===== config.mk =====
export PLATFORM = sky130hd
export DESIGN_NAME = mem_block_transfer_framer
export DESIGN_NICKNAME = d
export VERILOG_FILES = /design/src/mbtf_pkg.sv /design/src/mbtf_cfg.sv /design/src/mbtf_core.sv /design/src/mbtf_out.sv /design/src/mem_block_transfer_framer.sv
export SDC_FILE = /design/constraint.sdc
export NUM_CORES = 1
export LEC_CHECK = 0
export ABC_CLOCK_PERIOD_IN_PS = 8170
export BUFFER_PORTS_ARGS = -buffer_cell sky130_fd_sc_hd__buf_2
export CORE_UTILIZATION = 45
export CTS_BUF_LIST = sky130_fd_sc_hd__clkbuf_16
export DETAILED_ROUTE_END_ITERATION = 8
export GPL_ROUTABILITY_DRIVEN = 1
export SETUP_SLACK_MARGIN = 0.1
export SYNTH_ARGS = -nofsm -noshare
export SYNTH_HDL_FRONTEND = slang
export SYNTH_HIERARCHICAL = 1
export SYNTH_SLANG_ARGS = --single-unit

===== constraint.sdc =====
create_clock -name clk_i -period 8.17 [get_ports clk_i]
set_input_delay 1.2255 -clock clk_i [delete_from_list [all_inputs] [get_ports clk_i]]
set_output_delay 1.2255 -clock clk_i [all_outputs]
set_load 0.02 [all_outputs]

===== src/mbtf_pkg.sv =====
// Shared types and codes of the memory block transfer framer.
// No dependencies; imported by every module of the block.
package mbtf_pkg;

  // Input action codes
  localparam logic [2:0] ACT_START = 3'd0;
  localparam logic [2:0] ACT_HOST  = 3'd1;
  localparam logic [2:0] ACT_LINK  = 3'd2;
  localparam logic [2:0] ACT_LFAIL = 3'd3;
  localparam logic [2:0] ACT_HFAIL = 3'd4;

  // Result kinds
  localparam logic [1:0] KIND_LINK = 2'd0;
  localparam logic [1:0] KIND_HOST = 2'd1;
  localparam logic [1:0] KIND_DONE = 2'd2;

  // Done status codes
  localparam logic [1:0] ST_OK       = 2'd0;
  localparam logic [1:0] ST_HOST_ERR = 2'd1;
  localparam logic [1:0] ST_LINK_ERR = 2'd2;
  localparam logic [1:0] ST_MISMATCH = 2'd3;

  // Configuration register indexes
  localparam logic [2:0] REG_DIRECTION = 3'd0;
  localparam logic [2:0] REG_MODE      = 3'd1;
  localparam logic [2:0] REG_BANK      = 3'd2;
  localparam logic [2:0] REG_OFFSET    = 3'd3;
  localparam logic [2:0] REG_LENGTH    = 3'd4;
  localparam logic [2:0] REG_SEED      = 3'd5;

  // Header command bytes
  localparam logic [7:0] CMD_WRITE = 8'h02;
  localparam logic [7:0] CMD_READ  = 8'h01;

  localparam int unsigned BurstMax = 8;

  typedef struct packed {
    logic        direction;
    logic [7:0]  mode_byte;
    logic [7:0]  bank_byte;
    logic [15:0] base_offset;
    logic [15:0] block_length;
    logic [15:0] crc_seed;
  } cfg_t;

  // Set of results caused by one accepted item
  typedef struct packed {
    logic [1:0]                 kind;
    logic [BurstMax-1:0][7:0]   bytes;
    logic [2:0]                 last_idx;
    logic [1:0]                 status;
    logic [15:0]                moved_count;
    logic [15:0]                crc_out;
  } burst_t;

endpackage


===== src/mbtf_cfg.sv =====
// Configuration register file of the transfer framer.
// Depends on mbtf_pkg for register indexes and the cfg_t struct.
module mbtf_cfg import mbtf_pkg::*; (
  input  logic        clk_i,
  input  logic        rst_ni,
  input  logic        cfg_valid_i,
  output logic        cfg_ready_o,
  input  logic [2:0]  cfg_addr_i,
  input  logic [15:0] cfg_data_i,
  output cfg_t        cfg_o
);

  cfg_t cfg_q, cfg_d;

  assign cfg_ready_o = 1'b1;
  assign cfg_o       = cfg_q;

  always_comb begin
    cfg_d = cfg_q;
    if (cfg_valid_i) begin
      case (cfg_addr_i)
        REG_DIRECTION: cfg_d.direction    = cfg_data_i[0];
        REG_MODE:      cfg_d.mode_byte    = cfg_data_i[7:0];
        REG_BANK:      cfg_d.bank_byte    = cfg_data_i[7:0];
        REG_OFFSET:    cfg_d.base_offset  = cfg_data_i;
        REG_LENGTH:    cfg_d.block_length = cfg_data_i;
        REG_SEED:      cfg_d.crc_seed     = cfg_data_i;
        default:       cfg_d = cfg_q;
      endcase
    end
  end

  always_ff @(posedge clk_i or negedge rst_ni) begin
    if (!rst_ni) begin
      cfg_q <= '0;
    end else begin
      cfg_q <= cfg_d;
    end
  end

endmodule


===== src/mbtf_core.sv =====
// Transfer state machine: phase, checksum, CRC and byte count.
// Turns each accepted item into a result burst; depends on mbtf_pkg.
module mbtf_core import mbtf_pkg::*; (
  input  logic       clk_i,
  input  logic       rst_ni,
  input  cfg_t       cfg_i,
  input  logic       in_acc_i,
  input  logic [2:0] action_i,
  input  logic [7:0] data_byte_i,
  output logic       burst_valid_o,
  output burst_t     burst_o
);

  typedef enum logic [4:0] {
    PH_IDLE  = 5'b00001,
    PH_WDATA = 5'b00010,
    PH_WCHK  = 5'b00100,
    PH_RDATA = 5'b01000,
    PH_RCHK  = 5'b10000
  } phase_e;

  phase_e      phase_q, phase_d;
  logic [7:0]  sum_q, sum_d;
  logic [15:0] crc_q, crc_d;
  logic [15:0] cnt_q, cnt_d;
  logic        hfail_q, hfail_d;

  logic        hfail_n;
  logic [7:0]  absorb_b;
  logic [7:0]  sum_n;
  logic [15:0] crc_n;
  logic [15:0] cnt_n;
  logic        len_zero;

  function automatic logic [15:0] crc_step(input logic [15:0] crc, input logic [7:0] b);
    logic [15:0] c;
    c = crc ^ {8'h00, b};
    for (int k = 0; k < 8; k++) begin
      c = c[0] ? ((c >> 1) ^ 16'hA001) : (c >> 1);
    end
    return c;
  endfunction

  assign len_zero = (cfg_i.block_length == 16'd0);

  // Byte absorbed in a data phase: host data in write (zero after a host failure), link data in read
  always_comb begin
    hfail_n  = hfail_q | (action_i == ACT_HFAIL);
    absorb_b = data_byte_i;
    if (phase_q == PH_WDATA && hfail_n) begin
      absorb_b = 8'h00;
    end
    sum_n = sum_q + absorb_b + 8'd1;
    crc_n = crc_step(crc_q, absorb_b);
    cnt_n = cnt_q + 16'd1;
  end

  always_comb begin
    phase_d       = phase_q;
    sum_d         = sum_q;
    crc_d         = crc_q;
    cnt_d         = cnt_q;
    hfail_d       = hfail_q;
    burst_valid_o = 1'b0;
    burst_o       = '0;

    if (in_acc_i) begin
      case (phase_q)
        PH_IDLE: begin
          if (action_i == ACT_START) begin
            burst_valid_o  = 1'b1;
            burst_o.kind   = KIND_LINK;
            burst_o.bytes[0] = cfg_i.direction ? CMD_READ : CMD_WRITE;
            burst_o.bytes[1] = cfg_i.mode_byte;
            burst_o.bytes[2] = cfg_i.bank_byte;
            burst_o.bytes[3] = cfg_i.base_offset[7:0];
            burst_o.bytes[4] = cfg_i.base_offset[15:8];
            burst_o.bytes[5] = cfg_i.block_length[7:0];
            burst_o.bytes[6] = cfg_i.block_length[15:8];
            burst_o.last_idx = 3'd6;
            sum_d   = 8'h00;
            crc_d   = cfg_i.crc_seed;
            cnt_d   = 16'd0;
            hfail_d = 1'b0;
            if (cfg_i.direction) begin
              phase_d = len_zero ? PH_RCHK : PH_RDATA;
            end else if (len_zero) begin
              // empty write: checksum byte of zero follows the header
              burst_o.bytes[7] = 8'h00;
              burst_o.last_idx = 3'd7;
              phase_d = PH_WCHK;
            end else begin
              phase_d = PH_WDATA;
            end
          end
        end
        PH_WDATA: begin
          if (action_i == ACT_LFAIL) begin
            burst_valid_o       = 1'b1;
            burst_o.kind        = KIND_DONE;
            burst_o.status      = hfail_q ? ST_HOST_ERR : ST_LINK_ERR;
            burst_o.moved_count = cnt_q;
            burst_o.crc_out     = crc_q;
            phase_d             = PH_IDLE;
          end else if (action_i == ACT_HOST || action_i == ACT_HFAIL) begin
            burst_valid_o    = 1'b1;
            burst_o.kind     = KIND_LINK;
            burst_o.bytes[0] = absorb_b;
            hfail_d = hfail_n;
            sum_d   = sum_n;
            crc_d   = crc_n;
            cnt_d   = cnt_n;
            if (cnt_n >= cfg_i.block_length) begin
              burst_o.bytes[1] = sum_n;
              burst_o.last_idx = 3'd1;
              phase_d = PH_WCHK;
            end
          end
        end
        PH_RDATA: begin
          if (action_i == ACT_LFAIL) begin
            burst_valid_o       = 1'b1;
            burst_o.kind        = KIND_DONE;
            burst_o.status      = hfail_q ? ST_HOST_ERR : ST_LINK_ERR;
            burst_o.moved_count = cnt_q;
            burst_o.crc_out     = crc_q;
            phase_d             = PH_IDLE;
          end else if (action_i == ACT_LINK) begin
            burst_valid_o    = !hfail_q;
            burst_o.kind     = KIND_HOST;
            burst_o.bytes[0] = data_byte_i;
            sum_d = sum_n;
            crc_d = crc_n;
            cnt_d = cnt_n;
            if (cnt_n >= cfg_i.block_length) begin
              phase_d = PH_RCHK;
            end
          end else if (action_i == ACT_HFAIL) begin
            hfail_d = 1'b1;
          end
        end
        PH_WCHK, PH_RCHK: begin
          if (action_i == ACT_LFAIL || action_i == ACT_LINK) begin
            burst_valid_o       = 1'b1;
            burst_o.kind        = KIND_DONE;
            burst_o.moved_count = cnt_q;
            burst_o.crc_out     = crc_q;
            if (hfail_q) begin
              burst_o.status = ST_HOST_ERR;
            end else if (action_i == ACT_LFAIL) begin
              burst_o.status = ST_LINK_ERR;
            end else begin
              burst_o.status = (data_byte_i == sum_q) ? ST_OK : ST_MISMATCH;
            end
            phase_d = PH_IDLE;
          end
        end
        default: begin
          phase_d = PH_IDLE;
        end
      endcase
    end
  end

  always_ff @(posedge clk_i or negedge rst_ni) begin
    if (!rst_ni) begin
      phase_q <= PH_IDLE;
      sum_q   <= 8'h00;
      crc_q   <= 16'h0000;
      cnt_q   <= 16'd0;
      hfail_q <= 1'b0;
    end else begin
      phase_q <= phase_d;
      sum_q   <= sum_d;
      crc_q   <= crc_d;
      cnt_q   <= cnt_d;
      hfail_q <= hfail_d;
    end
  end

endmodule


===== src/mbtf_out.sv =====
// Result register and burst sequencer: emits the results of each burst one at a time.
// Depends on mbtf_pkg for the burst_t struct and result kinds.
module mbtf_out import mbtf_pkg::*; (
  input  logic        clk_i,
  input  logic        rst_ni,
  input  logic        burst_valid_i,
  input  burst_t      burst_i,
  output logic        load_ready_o,
  output logic        m_valid_o,
  input  logic        m_ready_i,
  output logic [1:0]  kind_o,
  output logic [7:0]  out_byte_o,
  output logic [1:0]  status_o,
  output logic [15:0] moved_count_o,
  output logic [15:0] crc_out_o,
  output logic        last_o
);

  burst_t     burst_q;
  logic       valid_q, valid_d;
  logic [2:0] idx_q, idx_d;
  logic       take;
  logic       at_last;

  assign take         = valid_q && m_ready_i;
  assign at_last      = (idx_q == burst_q.last_idx);
  assign load_ready_o = !valid_q || (take && at_last);

  assign m_valid_o     = valid_q;
  assign kind_o        = burst_q.kind;
  assign out_byte_o    = burst_q.bytes[idx_q];
  assign status_o      = burst_q.status;
  assign moved_count_o = burst_q.moved_count;
  assign crc_out_o     = burst_q.crc_out;
  assign last_o        = at_last;

  always_comb begin
    valid_d = valid_q;
    idx_d   = idx_q;
    if (load_ready_o && burst_valid_i) begin
      valid_d = 1'b1;
      idx_d   = 3'd0;
    end else if (take) begin
      // advance through the burst, drop it after its final result
      if (at_last) begin
        valid_d = 1'b0;
      end else begin
        idx_d = idx_q + 3'd1;
      end
    end
  end

  always_ff @(posedge clk_i or negedge rst_ni) begin
    if (!rst_ni) begin
      valid_q <= 1'b0;
      idx_q   <= 3'd0;
    end else begin
      valid_q <= valid_d;
      idx_q   <= idx_d;
    end
  end

  always_ff @(posedge clk_i) begin
    if (load_ready_o && burst_valid_i) begin
      burst_q <= burst_i;
    end
  end

endmodule


===== src/mem_block_transfer_framer.sv =====
// Top level of the memory block transfer framer.
// Depends on mbtf_pkg, mbtf_cfg, mbtf_core and mbtf_out.
//
//  Channel  Direction  Handshake                   Payload
//  s_axis   in         s_axis_tvalid/tready        tuser: action; tdata: data_byte
//  m_axis   out        m_axis_tvalid/tready        tuser: kind; tdata: byte/status/
//                                                   count/crc; tlast: last
//  cfg      in         cfg_valid_i/cfg_ready_o     cfg_addr_i index, cfg_data_i value
//
// The state logic between the input port and the result register settles in the
// cycle that takes an item. An item causing several results blocks the input until
// its last result is taken: the result register emits one result per cycle while
// m_axis is ready (a start gives 7 or 8 results, a data byte at most 2). An item
// arriving with the last result of the previous burst is taken in that same cycle.
// Reset sets phase idle and accumulators, configuration and control registers to
// zero (not the result data); no clearing pass. A stall on m_axis holds the current
// result and blocks s_axis once its burst is pending.
module mem_block_transfer_framer import mbtf_pkg::*; (
  input  logic        clk_i,
  input  logic        rst_ni,
  input  logic        s_axis_tvalid,
  output logic        s_axis_tready,
  input  logic [7:0]  s_axis_tdata,   // [7:0] data_byte
  input  logic [2:0]  s_axis_tuser,   // [2:0] action
  output logic        m_axis_tvalid,
  input  logic        m_axis_tready,
  output logic [47:0] m_axis_tdata,   // [7:0] out_byte, [9:8] status,
                                      // [25:10] moved_count, [41:26] crc_out, zero above
  output logic [1:0]  m_axis_tuser,   // [1:0] kind
  output logic        m_axis_tlast,
  input  logic        cfg_valid_i,
  output logic        cfg_ready_o,
  input  logic [2:0]  cfg_addr_i,
  input  logic [15:0] cfg_data_i
);

  cfg_t        cfg;
  logic        in_acc;
  logic        burst_valid;
  burst_t      burst;
  logic        load_ready;
  logic [7:0]  out_byte;
  logic [1:0]  status;
  logic [15:0] moved_count;
  logic [15:0] crc_out;

  assign s_axis_tready = load_ready;
  assign in_acc        = s_axis_tvalid && load_ready;

  mbtf_cfg u_cfg (
    .clk_i       (clk_i),
    .rst_ni      (rst_ni),
    .cfg_valid_i (cfg_valid_i),
    .cfg_ready_o (cfg_ready_o),
    .cfg_addr_i  (cfg_addr_i),
    .cfg_data_i  (cfg_data_i),
    .cfg_o       (cfg)
  );

  mbtf_core u_core (
    .clk_i         (clk_i),
    .rst_ni        (rst_ni),
    .cfg_i         (cfg),
    .in_acc_i      (in_acc),
    .action_i      (s_axis_tuser),
    .data_byte_i   (s_axis_tdata),
    .burst_valid_o (burst_valid),
    .burst_o       (burst)
  );

  mbtf_out u_out (
    .clk_i         (clk_i),
    .rst_ni        (rst_ni),
    .burst_valid_i (burst_valid),
    .burst_i       (burst),
    .load_ready_o  (load_ready),
    .m_valid_o     (m_axis_tvalid),
    .m_ready_i     (m_axis_tready),
    .kind_o        (m_axis_tuser),
    .out_byte_o    (out_byte),
    .status_o      (status),
    .moved_count_o (moved_count),
    .crc_out_o     (crc_out),
    .last_o        (m_axis_tlast)
  );

  assign m_axis_tdata = {6'd0, crc_out, moved_count, status, out_byte};

  // Input is never blocked while no result is pending
  a_ready_when_empty: assert property (@(posedge clk_i) disable iff (!rst_ni)
    !m_axis_tvalid |-> s_axis_tready)
    else $error("input blocked with empty result register");

  // A done result always closes its burst
  a_done_is_last: assert property (@(posedge clk_i) disable iff (!rst_ni)
    (m_axis_tvalid && m_axis_tuser == KIND_DONE) |-> m_axis_tlast)
    else $error("done result not marked last");

  // Byte results carry no status, count or CRC
  a_byte_fields_zero: assert property (@(posedge clk_i) disable iff (!rst_ni)
    (m_axis_tvalid && m_axis_tuser != KIND_DONE) |-> (m_axis_tdata[47:8] == 40'd0))
    else $error("byte result with nonzero done fields");

  // A burst still pending with more results keeps the input stalled
  a_hold_mid_burst: assert property (@(posedge clk_i) disable iff (!rst_ni)
    (m_axis_tvalid && !m_axis_tlast) |-> !s_axis_tready)
    else $error("input taken in the middle of a burst");

endmodule

==> results of run 1 <==
## worst max-delay path, cell delays in order (launching register included)
cell	delay [ps]
dfrtp_1	910
xnor2_1	210
nand3_2	140
o21ai_1	390
and2_1	310
o221a_2	310
and2_4	360
buf_4	880
## power groups by stage
stage | logic (mW) | clock network [mW] | registers [mW]
after global routing | 1.13 | 1.11 | 1.53
after CTS | 1.03 | 1.06 | 1.51
after detailed placement | 1.03 | 0 | 1.53
final | 1.02 | 1.04 | 1.51
after floorplan | 0.852 | 0 | 1.43
after global placement | 1.02 | 0 | 1.53
## cell families after synthesis
| family | after synthesis |
|---|---|
| AND/OR/NAND/NOR | 282 |
| flip-flops | 218 |
| AO/OA/AOI/OAI | 138 |
| buffers and inverters | 127 |
| multiplexers | 102 |
| XOR/XNOR | 56 |
| adder cells (fa/ha/maj) | 26 |
| other | 3 |
## metrics by stage
step	hold WS (ps)	setup slack (ps)	util	power (mW)
finish	496.2	4208	0.5066	3.572
global route	503.8	3838	0.5066	3.775
CTS	498.7	4152	0.5066	3.606
detailed placement	485.4	3765	0.4752	2.557
global placement	479.5	3826	0.4752	2.545
floorplan	462.6	2763	-	2.286
## state kept, by name, indices dropped and copies added (netlist names)
name / cells
u_out/moved_count_o: 16
u_core/crc_q: 16
u_out/idx_q: 3
u_out/burst_q: 67
u_out/status_o: 2
u_cfg/cfg_o: 65
u_core/hfail_q: 1
u_out/m_valid_o: 1
u_out/crc_out_o: 16
u_core/cnt_q: 16
u_out/kind_o: 2
u_core/sum_q: 8
u_core/phase_q: 5
## cell usage after synthesis, types with 4 or more instances
library cell / number
nand3_1: 15
nand2b_1: 4
nand4_1: 7
xnor2_1: 31
inv_1: 29
a22oi_1: 6
and3_1: 14
dfrtp_1: 114
nor3_1: 18
o31ai_1: 5
nand2_1: 64
buf_6: 6
buf_4: 52
mux2i_1: 9
nor4_1: 5
mux2_2: 67
nor3b_1: 5
ha_1: 25
a211oi_1: 4
nor2b_1: 9
a21oi_1: 29
clkbuf_1: 28
nor2_1: 39
edfxtp_1: 103
buf_2: 10
o21ai_0: 51
mux2_4: 10
xor2_1: 22
nand3b_1: 5
and2_1: 80
a21o_1: 7
mux4_1: 13
## worst max path at each step
stage	slack, ps	cells past startpoint	to	from
after global placement	3830	9	u_out/burst_q[73]	s_axis_tuser[0]
final	4210	7	u_out/burst_q[79]	u_out/idx_q[1]
after floorplan	2760	8	u_out/burst_q[100]	s_axis_tuser[0]
after CTS	4150	7	u_out/burst_q[46]	u_out/idx_q[1]
after global routing	3840	12	u_core/phase_q[4]	u_core/cnt_q[2]
after detailed placement	3770	9	u_out/burst_q[94]	s_axis_tuser[0]
## metal layers
metal  wire length (um)  global-route usage  up-vias
li1                   -                   -     3408
met5                  0                   0        -
met3               1061             0.02671       40
met2              12060              0.3356      180
met1              12000              0.2897     3484
met4                540             0.05146        0
## area by class of cell
cell class,count,area (um2),share of cell area
Inverter,29,108.9,0.008732
Multi-Input combinational cell,619,4745,0.3806
Sequential cell,218,5972,0.4791
Clock inverter,18,123.9,0.009937
Timing Repair Buffer,88,460.4,0.03694
Clock buffer,26,650.6,0.05219
Tap cell,324,405.4,0.03252
==> summary.txt, run 1 <==
Outcome: finished, final reports clean
Final WL: 25660 um
Most frequent cells in the layout: dfrtp_1, edfxtp_1, buf_2
TritonCTS clock tree: yes
Most common cell after layout, fill and taps aside: dfrtp_1
CTS resizes: 0
Max Clk Rate: 0.2524 GHz
Number of global-route vias before repair: 7153
CP arrival: 4100 ps
Post-synthesis adder-cell area fraction: 0.02916
Compound-Gate Fraction of Synth Area: 0.07607
Area Overhead vs Synth: 9.207%
Post-synthesis mux area share: 0.1230
CORE AREA: 24600 um2
WL/cell: 19.41 um
Fin. Hold Viols: 0
Post-Synth XOR/XNOR Area: 0.04670
Synth async-reset ratio: 0.5275
Largest net degree at the start of global routing: 84
Min-delay src: u_cfg/cfg_o[34]
DRC viols: 0
Setup crit end kind: register
Top_reg_cell synth: dfrtp_1
Worst-path clk slew: 60 ps
Detail Placement HPWL: 18010 um
YS warnings: 6
PwrDens: 286.5 nW/um2
Cell variety after synth: 74
Syn Inst Count: 952
Initial antenna violation count: 0
Cell Count, Final, Fillers Out: 1322
Syn_area_per_cell: 11.99 um2
Final Cycle Share: 0.4849
Post-Synthesis Cell Area: 11410 um2
GRT Overall Usage: 0.2053
Vias per cell: 5.380
RSZ-0062 raised after global routing: no
Drt pass-1 iters: 5
Sw frac: 0.3272
Initial Util: 0.4639
Largest family of logic cells by synthesized area: simple AND/OR/NAND/NOR gates
Die height: 161.3 um
CTS buffer count: 24
Max-slew violations: 0
Flop pwr share: 0.422
Clk network pwr share: 0.292
Area share of the largest cell type after synthesis: 0.2710
CP max FO: 83
Worst path required time: 8310 ps
Layout cells sized above 1: 0.2154
Number of synthesized flops with an enable pin: 103
Post-route cell area: 12470 um2
Worst hold path endpoint: u_cfg/cfg_o[34]
First-pass GRT wire length: 41030 um
Max capacitance violation total: 0
CTS H-Tree Depth: 1
Layout Nets: 1041
Hold crit path type: reg2reg
Fin crit period: 3962 ps
Clock buffer depth: 3
Worst-margin pin slew: 1089 ps
Clk Latency, worst-skew pair: 520 ps
Seq/Total Area, Yosys: 0.5232
Startpoint types: register
Placed cell count: 1278
Static Leak: 5.326 nW
Diode count: 0
Synth Register Bits: 218
Reg-to-reg startpoint: u_out/idx_q[1]
Max_slew headroom: 0.2743
Total of fill cells in the finished design: 2188
Gr ovfl total: 0
R2r setup slk: 4210 ps
Combinational share of power: 0.286
Reg2reg path depth: 7
Hold buffer count at CTS: 0
Io pins: 89
Sw Pwr: 1.169 mW
Clock Skews: 8.511 ps
GP Congestion: 0.9030
Final ANT Viol Nets: 0
Die span in x: 161.3 um
CTS root buf: clkbuf_16
Site Rows: 57
Routed via count: 7112
Yosys top cell by area: edfxtp_1
Int Power: 2.403 mW
Setup CP Type: reg2reg
DIE AREA: 26010 um2
Setup_tns: 0 ps
Iter 0 DRT Violations: 501
Max IR drop VDD: 0.1817 mV
Postcts setup bufs: 0
Clk sinks: 218
Top post-synthesis cells by area: edfxtp_1, dfrtp_1, mux2_2
Hold-critical path depth: 1
Setup Viol. Count Final: 0
R2r endpoint: u_out/burst_q[79]
Port Buffer Count: 81
DP Area: 11690 um2
Simple-gate area share of the yosys netlist: 0.1356
Power figures use the tool's default switching activity.
==> run 2: changes to the inputs <==
--- a/config.mk
+++ b/config.mk
@@ -5,12 +5,14 @@
 export SDC_FILE = /design/constraint.sdc
 export NUM_CORES = 1
 export LEC_CHECK = 0
-export ABC_CLOCK_PERIOD_IN_PS = 8170
+export ABC_AREA = 1
+export ABC_CLOCK_PERIOD_IN_PS = 3400
 export BUFFER_PORTS_ARGS = -buffer_cell sky130_fd_sc_hd__buf_2
 export CORE_UTILIZATION = 45
 export CTS_BUF_LIST = sky130_fd_sc_hd__clkbuf_16
 export DETAILED_ROUTE_END_ITERATION = 8
 export GPL_ROUTABILITY_DRIVEN = 1
+export PLACE_DENSITY = 0.65
 export SETUP_SLACK_MARGIN = 0.1
 export SYNTH_ARGS = -nofsm -noshare
 export SYNTH_HDL_FRONTEND = slang
==> constraint.sdc (replaced) <==
create_clock -name clk_i -period 3.4 [get_ports clk_i]
set_input_delay 0.51 -clock clk_i [delete_from_list [all_inputs] [get_ports clk_i]]
set_output_delay 0.51 -clock clk_i [all_outputs]
set_load 0.02 [all_outputs]
==> summary.txt, run 2 <==
Fin. Hold Viols: 0 (unchanged)
Number of synthesized flops with an enable pin: 103 (unchanged)
Most common cell after layout, fill and taps aside: nand2_1
Detail Placement HPWL: 19010 um (+5.5%)
Port Buffer Count: 81 (unchanged)
Synth Register Bits: 218 (unchanged)
DRC viols: 0 (unchanged)
Setup_tns: -11.09 ps (-11.09 ps)
Post-route cell area: 13030 um2 (+4.6%)
Setup Viol. Count Final: 2 (+2)
Top reg by flops: u_out/burst_q
Final WL: 27220 um (+6.1%)
Setup crit end kind: register
R2r setup slk: -8 ps (-4220 ps)
Syn_area_per_cell: 8.968 um2 (-25%)
TritonCTS clock tree: yes
Layout cells sized above 1: 0.2056 (-0.009851)
Area Overhead vs Synth: 13.98%
Violated checks: negative setup slack
Clk Latency, worst-skew pair: 530 ps (about the same)
PwrDens: 733.9 nW/um2 (+160%)
CTS root buf: clkbuf_16
Initial Util: 0.4647 (+0.0008136)
Hold crit path type: in2reg
Clock buffer depth: 3 (unchanged)
DP Area: 11920 um2 (+2.0%)
Yosys top cell by area: edfxtp_1
Hold-critical path depth: 3 (+2)
First-pass GRT wire length: 43090 um (+5.0%)
Site Rows: 57 (unchanged)
WHS: 261.5 ps (-234.8 ps)
Worst-margin pin slew: 876.7 ps (-211.9 ps)
RSZ-0062 raised after global routing: yes
Max reg flops: 67 (unchanged)
Max IR drop VDD: 0.3711 mV (+100%)
Post-Synthesis Cell Area: 11430 um2 (+0.18%)
Max Clk Rate: 0.2934 GHz (+16%)
Largest net degree at the start of global routing: 78 (-7.1%)
CTS buffer count: 24 (unchanged)
Dpl ws: -493.3 ps (-4259 ps)
Placed cell count: 1632 (+28%)
Max-slew violations: 0 (unchanged)
Syn Inst Count: 1275 (+34%)
Worst path required time: 3760 ps (-4550 ps)
Synth cell count leaders: nand2_1, inv_1, nor2_1, dfrtp_1, edfxtp_1
Most numerous cell in the Yosys netlist: nand2_1
Worst-path clk slew: 60 ps (about the same)
Seq/Total Area, Yosys: 0.5223 (-0.0009160)
Cell variety after synth: 49 (-34%)
DIE AREA: 26050 um2 (+0.17%)
Total of fill cells in the finished design: 2225 (+1.7%)
Static Leak: 6.298 nW (+18%)
GP Congestion: 0.8758 (-3.0%)
Reg2reg path depth: 21 (+14)
Iter 0 DRT Violations: 650 (+30%)
Synth async-reset ratio: 0.5275 (unchanged)
Final ANT Viol Nets: 0 (unchanged)
CORE AREA: 24600 um2 (unchanged)
Vias per cell: 5.053 (-6.1%)
Final Power: 9.565 mW (+170%)
Setup CP Type: reg2reg
Final core occ: 0.5297 (+0.02309)
Outcome: finished, violations left
Startpoint types: register
Final worst slack: -8.113 ps (-4216 ps)
Clock Skews: 24.30 ps (+15.79 ps)
Clk sinks: 218 (unchanged)
Fin crit period: 3408 ps (-553.7 ps)
CP max FO: 7 (-92%)
WL/cell: 16.14 um (-17%)
Layout Nets: 1405 (+35%)
CTS H-Tree Depth: 1 (unchanged)
Die height: 161.4 um (about the same)
Initial antenna violation count: 0 (unchanged)
Cell Count, Final, Fillers Out: 1686 (+28%)
Die span in x: 161.4 um (about the same)
Top_reg_cell synth: dfrtp_1
Final Cycle Share: 1.002 (+0.5175)
Routed via count: 8520 (+20%)
Top post-synthesis cells by area: edfxtp_1, dfrtp_1, nand2_1
Max capacitance violation total: 0 (unchanged)
Drt pass-1 iters: 5 (unchanged)
Area share of the largest cell type after synthesis: 0.2705 (-0.0004744)
Gr ovfl total: 0 (unchanged)
Number of global-route vias before repair: 8077 (+13%)
Max_slew headroom: 0.4116 (+0.1373)
Most frequent cells in the layout: nand2_1, inv_1, nor2_1
GRT Overall Usage: 0.2096 (+0.004337)
YS warnings: 6 (unchanged)
Diode count: 0 (unchanged)
CP arrival: 3770 ps (-330 ps)
Io pins: 89 (unchanged)
[run 2: changes by cell type after synthesis, moves of 14 or more]
| cell | change |
|---|---|
| nand2_1 | +256 |
| inv_1 | +110 |
| nor2_1 | +89 |
| and2_1 | -79 |
| mux2_2 | -67 |
| nand3_1 | +52 |
| nand2_2 | +30 |
| o22ai_1 | +30 |
| xnor2_1 | -22 |
| clkbuf_1 | -19 |
| and3_1 | -14 |
[run 2: kinds of logic (layout without fill, tap and decap cells)]
group                    after synthesis  count (layout)  synth area share
AND/OR/NAND/NOR                      597             597            0.2304
buffers and inverters                239             314            0.1066
flip-flops                           218             218            0.5223
AO/OA/AOI/OAI                        149             149           0.07528
XOR/XNOR                              27              27           0.02134
adder cells (fa/ha/maj)               26              26           0.02911
multiplexers                          16              16           0.01401
other                                  3              15         0.0009847
[run 2: path summary, 6_finish.rpt]
| path | startpoint | to |
|---|---|---|
| worst min register to register | u_cfg/cfg_o[51] | u_cfg/cfg_o[51] |
| worst max register to register | u_core/cnt_q[0] | u_out/burst_q[46] |
| worst max-delay path | u_core/cnt_q[0] | u_out/burst_q[46] |
| worst min-delay path | cfg_data_i[9] | u_cfg/cfg_o[41] |
| min in group asynchronous | rst_ni | u_core/crc_q[5] |
| max in group asynchronous | rst_ni | u_core/phase_q[0] |
[run 2: final cells by class]
class	instances	area [um2]	area share
clock inverter	20	188.9	0.01450
inverter	149	571.8	0.04387
tap	324	405.4	0.03110
clock buffer	24	600.6	0.04608
multi-input combinational	830	4534	0.3479
timing repair buffer	121	760.7	0.05837
sequential	218	5972	0.4582
[run 2: critical path, cell delays in order (launching register included)]
cell,delay [ps]
dfrtp_1,380
inv_2,60
nor3_4,210
nand3_2,130
nor3_4,160
nand3_2,130
nor2_4,150
nand4_1,100
xor2_1,250
inv_1,80
ha_1,300
nand2_2,70
inv_2,70
nand3_4,80
nor3_4,170
nand3_2,130
nand3_4,120
nand2_4,70
nor2_4,150
inv_4,70
or2_4,230
a21oi_2,140
[run 2: report_power, final]
group          internal (mW)  switching, mW
registers               3.18          0.328
clock network           1.52           1.06
logic                   1.25           2.22
[run 2: what timing repair did]
action	in CTS	in global routing
pin swaps	9	7
buffers inserted	7	2
gates cloned	1	0
hold endpoints to repair	38	0
resized for setup	40	30
setup endpoints to repair	14	14
hold buffers	1	0
[run 2: metal layers]
| layer | vias to the layer above | part of all wire | global-route usage |
|---|---|---|---|
| met2 | 233 | 0.46 | 0.3370 |
| met5 | - | 0 | 0 |
| li1 | 4229 | - | - |
| met1 | 4034 | 0.48 | 0.3046 |
| met4 | 0 | 0.012 | 0.04374 |
| met3 | 24 | 0.048 | 0.02517 |
